### config.mk
export PLATFORM = sky130hd
export DESIGN_NAME = edid_hdr_capability_parser_top
export DESIGN_NICKNAME = d
export VERILOG_FILES = /design/src/hdl/edid_hdr_pkg.sv /design/src/hdl/edid_hdr_core.sv /design/src/hdl/edid_hdr_capability_parser_top.sv
export SDC_FILE = /design/constraint.sdc
export NUM_CORES = 1
export LEC_CHECK = 0
export BUFFER_PORTS_ARGS = -buffer_cell sky130_fd_sc_hd__buf_2
export CAP_MARGIN = 20
export CORE_MARGIN = 1
export CORE_UTILIZATION = 35
export CTS_BUF_LIST = sky130_fd_sc_hd__clkbuf_16
export CTS_CLUSTER_DIAMETER = 40
export CTS_CLUSTER_SIZE = 25
export DETAILED_ROUTE_END_ITERATION = 8
export PLACE_DENSITY_LB_ADDON = 0.1
export SETUP_SLACK_MARGIN = 0.3
export SYNTH_ARGS = -nofsm -noshare
export SYNTH_HDL_FRONTEND = slang
export SYNTH_SLANG_ARGS = --single-unit
### constraint.sdc
create_clock -name aclk -period 3 [get_ports aclk]
set_input_delay 0.45 -clock aclk [delete_from_list [all_inputs] [get_ports aclk]]
set_output_delay 0.45 -clock aclk [all_outputs]
set_load 0.01 [all_outputs]
### src/hdl/edid_hdr_pkg.sv
// ---------------------------------------------------------------------------
// EDID HDR parser package
// Shared constants and types for the EDID HDR capability parser.
// ---------------------------------------------------------------------------
package edid_hdr_pkg;

    // Block geometry
    localparam logic [6:0] POS_EXT_COUNT = 7'd126;
    localparam logic [6:0] POS_LAST      = 7'd127;
    localparam logic [6:0] POS_TAG       = 7'd0;
    localparam logic [6:0] POS_DTD_OFS   = 7'd2;
    localparam logic [6:0] POS_FIRST_HDR = 7'd4;

    // Extension tag and data-block area limits
    localparam logic [7:0] CTA_TAG       = 8'h02;
    localparam logic [7:0] DATA_END_DFLT = 8'd127;
    localparam logic [7:0] DATA_END_MIN  = 8'd4;
    localparam logic [7:0] DATA_END_MAX  = 8'd128;
    localparam logic [7:0] FIRST_HDR_AT  = 8'd4;

    // Data-block header fields
    localparam logic [2:0] HDR_CODE_EXT  = 3'd7;

    // Extended tags
    localparam logic [7:0] EXT_TAG_HDR   = 8'h06;
    localparam logic [7:0] EXT_TAG_COLOR = 8'h05;
    localparam logic [4:0] HDR_MIN_LEN   = 5'd3;
    localparam logic [4:0] COLOR_MIN_LEN = 5'd2;

    // Payload bit positions
    localparam int EOTF_PQ_BIT  = 2;
    localparam int EOTF_HLG_BIT = 3;
    localparam int COLOR_YCC_BIT = 6;

    // Block counter saturation
    localparam logic [8:0] BLOCK_NUM_MAX = 9'd511;

    // Capability flags, bit 0 PQ upward
    typedef struct packed {
        logic ycc;
        logic hlg;
        logic pq;
    } hdr_flags_t;

    // Result from the parser core to the output buffer
    typedef struct packed {
        logic       valid;
        hdr_flags_t flags;
    } hdr_result_t;

endpackage

### src/hdl/edid_hdr_core.sv
// ---------------------------------------------------------------------------
// EDID HDR parser core
// Walks the blob one word per valid cycle and updates position, block and
// capability state; emits the committed flags on the last word.
// ---------------------------------------------------------------------------
module edid_hdr_core
    import edid_hdr_pkg::*;
(
    input  logic        aclk,
    input  logic        aresetn,
    input  logic        byte_valid,
    input  logic [7:0]  edid_byte,
    input  logic        last_byte,
    output hdr_result_t result
);

    logic [6:0] byte_in_block_reg, byte_in_block_next;
    logic [8:0] block_number_reg, block_number_next;
    logic [7:0] extension_count_reg, extension_count_next;
    logic       block_usable_reg, block_usable_next;
    logic [7:0] data_end_reg, data_end_next;
    logic [7:0] next_header_at_reg, next_header_at_next;
    logic [4:0] payload_length_reg, payload_length_next;
    logic [4:0] payload_index_reg, payload_index_next;
    logic       extended_block_reg, extended_block_next;
    logic [7:0] extended_tag_reg, extended_tag_next;
    logic       walk_stopped_reg, walk_stopped_next;
    hdr_flags_t pending_flags_reg, pending_flags_next;
    hdr_flags_t committed_flags_reg, committed_flags_next;

    logic       parsed;
    logic [7:0] pos_ext;
    logic [7:0] de_value;
    logic [7:0] hdr_end;
    logic [4:0] hdr_len;

    assign pos_ext = {1'b0, byte_in_block_reg};
    assign parsed  = (block_number_reg >= 9'd1) &&
                     (block_number_reg <= {1'b0, extension_count_reg});
    assign de_value = (edid_byte == 8'd0) ? DATA_END_DFLT : edid_byte;
    assign hdr_len  = edid_byte[4:0];
    assign hdr_end  = pos_ext + 8'd1 + {3'b000, hdr_len};

    // Compute the state after one word
    always_comb begin
        byte_in_block_next   = byte_in_block_reg;
        block_number_next    = block_number_reg;
        extension_count_next = extension_count_reg;
        block_usable_next    = block_usable_reg;
        data_end_next        = data_end_reg;
        next_header_at_next  = next_header_at_reg;
        payload_length_next  = payload_length_reg;
        payload_index_next   = payload_index_reg;
        extended_block_next  = extended_block_reg;
        extended_tag_next    = extended_tag_reg;
        walk_stopped_next    = walk_stopped_reg;
        pending_flags_next   = pending_flags_reg;
        committed_flags_next = committed_flags_reg;
        result               = '0;

        if (byte_valid) begin
            // Capture the extension count from the base block
            if (block_number_reg == 9'd0 && byte_in_block_reg == POS_EXT_COUNT) begin
                extension_count_next = edid_byte;
            end

            if (parsed) begin
                if (byte_in_block_reg == POS_TAG) begin
                    block_usable_next = (edid_byte == CTA_TAG);
                end else if (byte_in_block_reg == POS_DTD_OFS) begin
                    data_end_next = de_value;
                    if (de_value < DATA_END_MIN || de_value > DATA_END_MAX) begin
                        block_usable_next = 1'b0;
                    end
                end else if (byte_in_block_reg >= POS_FIRST_HDR && block_usable_reg &&
                             !walk_stopped_reg && pos_ext < data_end_reg) begin
                    // Walk data-block headers and payloads
                    if (pos_ext == next_header_at_reg) begin
                        if (hdr_end > data_end_reg) begin
                            walk_stopped_next = 1'b1;
                        end else begin
                            payload_length_next = hdr_len;
                            payload_index_next  = 5'd0;
                            extended_block_next = (edid_byte[7:5] == HDR_CODE_EXT);
                            next_header_at_next = hdr_end;
                        end
                    end else begin
                        if (extended_block_reg) begin
                            if (payload_index_reg == 5'd0) begin
                                extended_tag_next = edid_byte;
                            end else if (payload_index_reg == 5'd1) begin
                                if (extended_tag_reg == EXT_TAG_HDR &&
                                    payload_length_reg >= HDR_MIN_LEN) begin
                                    pending_flags_next.pq  = pending_flags_reg.pq |
                                                             edid_byte[EOTF_PQ_BIT];
                                    pending_flags_next.hlg = pending_flags_reg.hlg |
                                                             edid_byte[EOTF_HLG_BIT];
                                end else if (extended_tag_reg == EXT_TAG_COLOR &&
                                             payload_length_reg >= COLOR_MIN_LEN) begin
                                    pending_flags_next.ycc = pending_flags_reg.ycc |
                                                             edid_byte[COLOR_YCC_BIT];
                                end
                            end
                        end
                        payload_index_next = payload_index_reg + 5'd1;
                    end
                end

                // Commit pending flags at the end of a full block
                if (byte_in_block_reg == POS_LAST) begin
                    committed_flags_next = committed_flags_reg | pending_flags_next;
                end
            end

            // Clear per-block state and advance the block counter
            if (byte_in_block_reg == POS_LAST) begin
                block_usable_next   = 1'b0;
                data_end_next       = 8'd0;
                next_header_at_next = FIRST_HDR_AT;
                payload_length_next = 5'd0;
                payload_index_next  = 5'd0;
                extended_block_next = 1'b0;
                extended_tag_next   = 8'd0;
                walk_stopped_next   = 1'b0;
                pending_flags_next  = '0;
                if (block_number_reg < BLOCK_NUM_MAX) begin
                    block_number_next = block_number_reg + 9'd1;
                end
            end
            byte_in_block_next = byte_in_block_reg + 7'd1;

            // Emit the flags and start a fresh blob
            if (last_byte) begin
                result.valid         = 1'b1;
                result.flags         = committed_flags_next;
                byte_in_block_next   = 7'd0;
                block_number_next    = 9'd0;
                extension_count_next = 8'd0;
                committed_flags_next = '0;
                block_usable_next    = 1'b0;
                data_end_next        = 8'd0;
                next_header_at_next  = FIRST_HDR_AT;
                payload_length_next  = 5'd0;
                payload_index_next   = 5'd0;
                extended_block_next  = 1'b0;
                extended_tag_next    = 8'd0;
                walk_stopped_next    = 1'b0;
                pending_flags_next   = '0;
            end
        end
    end

    // Hold the parse state
    always_ff @(posedge aclk) begin
        if (!aresetn) begin
            byte_in_block_reg   <= 7'd0;
            block_number_reg    <= 9'd0;
            extension_count_reg <= 8'd0;
            block_usable_reg    <= 1'b0;
            data_end_reg        <= 8'd0;
            next_header_at_reg  <= FIRST_HDR_AT;
            payload_length_reg  <= 5'd0;
            payload_index_reg   <= 5'd0;
            extended_block_reg  <= 1'b0;
            extended_tag_reg    <= 8'd0;
            walk_stopped_reg    <= 1'b0;
            pending_flags_reg   <= '0;
            committed_flags_reg <= '0;
        end else begin
            byte_in_block_reg   <= byte_in_block_next;
            block_number_reg    <= block_number_next;
            extension_count_reg <= extension_count_next;
            block_usable_reg    <= block_usable_next;
            data_end_reg        <= data_end_next;
            next_header_at_reg  <= next_header_at_next;
            payload_length_reg  <= payload_length_next;
            payload_index_reg   <= payload_index_next;
            extended_block_reg  <= extended_block_next;
            extended_tag_reg    <= extended_tag_next;
            walk_stopped_reg    <= walk_stopped_next;
            pending_flags_reg   <= pending_flags_next;
            committed_flags_reg <= committed_flags_next;
        end
    end

endmodule

### src/hdl/edid_hdr_capability_parser_top.sv
// ---------------------------------------------------------------------------
// EDID HDR capability parser, top level
// Feed an EDID blob one word per cycle on the s_ channel: tdata carries
// the raw byte, tlast marks the final byte of the blob. The parser reads
// the extension count from the base block, walks the CTA-861 data blocks
// of each announced extension, and on the last byte sends one result word
// on the m_ channel with the PQ, HLG and BT.2020 YCC capability flags.
// Throughput: one input word per cycle while s_tready is high. The result
// reaches m_ through the output register once the last byte is accepted.
// The per-byte state update is one level of counters and compares ahead
// of the state registers, so every accepted word finishes in its own cycle.
// If the receiver stalls, the pending result is held in the output
// register and a second one in a skid register; s_tready drops only while
// the skid register is full.
// Reset (aresetn low, synchronous) clears the parse state and empties the
// output and skid registers; the next word starts a fresh blob.
// ---------------------------------------------------------------------------
module edid_hdr_capability_parser_top
    import edid_hdr_pkg::*;
(
    input  logic       aclk,
    input  logic       aresetn,
    input  logic       s_tvalid,
    output logic       s_tready,
    input  logic [7:0] s_tdata,   // [7:0] edid_byte
    input  logic       s_tlast,   // last_byte
    output logic       m_tvalid,
    input  logic       m_tready,
    output logic [7:0] m_tdata    // [0] sink_pq, [1] sink_hlg, [2] sink_bt2020_ycc
);

    hdr_result_t result;
    logic        in_take;
    logic        out_take;
    logic        out_valid_reg;
    hdr_flags_t  out_flags_reg;
    logic        skid_valid_reg;
    hdr_flags_t  skid_flags_reg;

    assign s_tready = !skid_valid_reg;
    assign in_take  = s_tvalid && s_tready;
    assign out_take = out_valid_reg && m_tready;

    edid_hdr_core u_core (
        .aclk       (aclk),
        .aresetn    (aresetn),
        .byte_valid (in_take),
        .edid_byte  (s_tdata),
        .last_byte  (s_tlast),
        .result     (result)
    );

    // Output register with skid stage
    always_ff @(posedge aclk) begin
        if (!aresetn) begin
            out_valid_reg  <= 1'b0;
            skid_valid_reg <= 1'b0;
        end else if (skid_valid_reg) begin
            if (out_take) begin
                out_valid_reg  <= 1'b1;
                skid_valid_reg <= 1'b0;
            end
        end else if (!out_valid_reg || out_take) begin
            out_valid_reg <= result.valid;
        end else if (result.valid) begin
            skid_valid_reg <= 1'b1;
        end
    end

    // Move result payloads along with the valid bits
    always_ff @(posedge aclk) begin
        if (skid_valid_reg) begin
            if (out_take) begin
                out_flags_reg <= skid_flags_reg;
            end
        end else if (!out_valid_reg || out_take) begin
            out_flags_reg <= result.flags;
        end else begin
            skid_flags_reg <= result.flags;
        end
    end

    assign m_tvalid = out_valid_reg;
    assign m_tdata  = {5'b00000, out_flags_reg.ycc, out_flags_reg.hlg, out_flags_reg.pq};

endmodule

==> run metrics <==
setup violators final=19; placed cell areas=slightly below 0.005 mm2; synth warn=0; DR iter-0 viols=roughly 160; CP startpoint kind=register; asr flop ratio synth=0%; worst path arrival time=3.47 ns; placed instance count=707; Slew headroom=58.7%; number of global-route vias before repair=~3,700; worst-case clock skew=roughly 0.0076 ns; htree depth=3; synthesized cell area=between 0.004 and 0.005 mm2; clock sink count=75; Post-synth EDFFs=6; initial cell density of the core=between 30% and 40%; CP Class=register to register; Final Power=2.40 mW; MaxCap Viol Count=0; crit path max fanout=8; status=finished, violations left; Top Family by Delay on Critical Path=simple AND/OR/NAND/NOR gates; fin cells=728; R2R Setup Slk=-0.23 ns; endpoint class of the critical path=register; WL final=approximately 13,000 um; Via density=5.29; most frequent cells in the layout=dfxtp_1 (67), nor2_1 (52), nand2_1 (37), buf_4 (36), ha_1 (35); cell chain of the critical path=inv_4, ha_4, fa_2, nor2b_1, o21ai_1, nand2b_1, and2_4, o21ai_2, xnor2_2, ha_1, nand4_1, a211o_1, nand2_2, and4b_4, buf_6, and3_4, a22o_1; Worst-Skew Late Latency=0.35 ns; peak supply drop=between 0.2 and 0.25 mV; GRT Overall Usage=between 20% and 30%; DP Wirelength=9450 um; CTS tree=done; Core Rows=40; Seq cells post-synth=75; first-pass iteration count of the detailed router=4; Mapped Cells=a little over 500; layout cells sized above 1=between 20% and 30%; routed len/inst=between 15 and 20 um; initial antenna violation count=0; violated checks=negative setup slack; GRT Residual Overflow=0; Max Transition Viols Final=0; CP bufs+invs=2; Yosys cell types=68; Core ar.=approximately 0.012 mm2; Layout area overhead=21.0%; CTS root buf=clkbuf_16; max FFs per register=9; most common cell after layout, fill and taps aside=dfxtp_1; RSZ-0062 raised after global routing=true; syn avg cell area=approximately 8.7 um2; CP required=between 3 and 4 ns; Vias=approximately 3,900; main flop type after synthesis=dfxtp_1; worst stage delay on the critical path=0.35 ns; pin count of the biggest net entering global routing=27; power density over the cells=about 450 mW/mm2; crit path time final=around 3.2 ns; cell area after layout=~0.0054 mm2; maximum clock frequency=approximately 0.31 GHz; period utilisation layout=108%; FILL cells=around 1,300; post-place setup slack=-0.565 ns; sequential fraction of the synthesis area=a little over a third; top cells by area, synth=dfxtp_1 (31%), ha_1 (10%), nor2_1 (4.4%); biggest area consumer among synthesized cells=dfxtp_1; worst-margin pin slew=0.610 ns; CP max stage cell=dfxtp_2; Die X=approximately 110 um; post-route ant nets=0; IO Count=23; drt drc=0; LEAKAGE=between 2 and 2.5 nW; global-route wire length before repair=about 20,000 um; worst hold slack=between 0.4 and 0.5 ns; Final Hold Fails=0; clock tree buffer depth=2; # port buffers=17; CTS clk-pin slew, worst paths=about 0.06 ns; HP Class=primary input to register; Net count, final=around 600; diodes inserted=0; Chip Height=about 110 um; Num CTS Buffers=9; gp weighted congestion=approximately 0.87; PnR worst setup slack=-0.234 ns; DIE AREA=0.0132 mm2; top cell type's share of synthesized area=slightly above 30%
==> cell usage after synthesis (all sizes together), types with 3 or more instances <==
library cell and count:
nand4 10, o31ai 6, buf 19, a31oi 7
o21ai 29, xor2 12, a22o 11, nor2 54
a21oi 34, o41ai 3, o211ai 3, nand3b 4
o2bb2ai 10, nand2b 5, and2 7, ha 36
or3 3, and4 3, a22oi 8, inv 32
nor3 9, nor2b 7, nand3 17, nor4 8
a31o 3, clkbuf 9, a21o 5, nand2 38
xnor2 7, edfxtp 6, dfxtp 69, o21a 3
and3 8
==> repair_timing <==
| action | in CTS | in global routing |
|---|---|---|
| pin swaps | 19 | 9 |
| setup buffers | 4 | 0 |
| hold buffers | 0 | 0 |
| cloned | 1 | 0 |
| gates resized for setup | 15 | 17 |
| endpoints found under the setup margin | 20 | 26 |
==> logic make-up after synthesis <==
group	synth area share (%)
buf+inv	6.69
mux	0.449
xor+xnor	4.24
other cells	0.0842
compound gates	20.9
flops	35.1
simple gates	22.0
fa+ha+maj	10.6
==> per-stage QoR <==
| step | setup TNS [ns] | utilization, % |
|---|---|---|
| detailed placement | -9.48 | 40.2 |
| CTS | -4.19 | 43.5 |
| global placement | -8.68 | 40.2 |
| floorplan | -1.10 | - |
| finish | -3.49 | 44.1 |
| global route | -7.89 | 44.1 |
==> cell type report <==
type / count / area, um2 / share of cell area (%)
Clock inverter: 7 / 66.3 / 1.23
Tap cell: 168 / 210 / 3.90
Clock buffer: 9 / 225 / 4.18
Sequential cell: 75 / 1560 / 29.0
Multi-Input combinational cell: 378 / 2750 / 51.0
Inverter: 33 / 139 / 2.58
Timing Repair Buffer: 58 / 434 / 8.06
==> power breakdown <==
part / switching (mW) / internal (mW) / total [mW] / leakage, nW
Combinational: 0.176 / 0.117 / 0.293 / 1.40
Sequential: 0.00551 / 1.02 / 1.02 / 0.614
Clock: 0.446 / 0.640 / 1.09 / 0.137
Total: 0.628 / 1.77 / 2.40 / 2.15
==> tightest hold or removal path, stage by stage <==
cell     delay [ns]
buf_2          0.14
nand2_1        0.07
a21oi_1        0.05
==> path summary, 6_finish.rpt <==
check,from,endpoint,depth (start not counted)
worst max register to register,u_core.byte_in_block_reg[0]$_SDFFE_PN0P_,u_core.payload_length_reg[1]$_SDFFE_PN0P_,17
worst min register to register,u_core.data_end_reg[1]$_SDFFE_PN0P_,u_core.data_end_reg[1]$_SDFFE_PN0P_,1
worst max-delay path,u_core.byte_in_block_reg[0]$_SDFFE_PN0P_,u_core.payload_length_reg[1]$_SDFFE_PN0P_,17
worst min-delay path,s_tdata[7],u_core.extended_tag_reg[7]$_SDFFE_PN0P_,3
==> per-layer routing <==
metal  track usage (%)  share of wire [%]
met3              6.11                5.0
met1              24.2                 43
met4              9.44                3.1
met2              35.3                 49
met5                 0                  0
No activity file was read; power rests on OpenSTA's default activity.
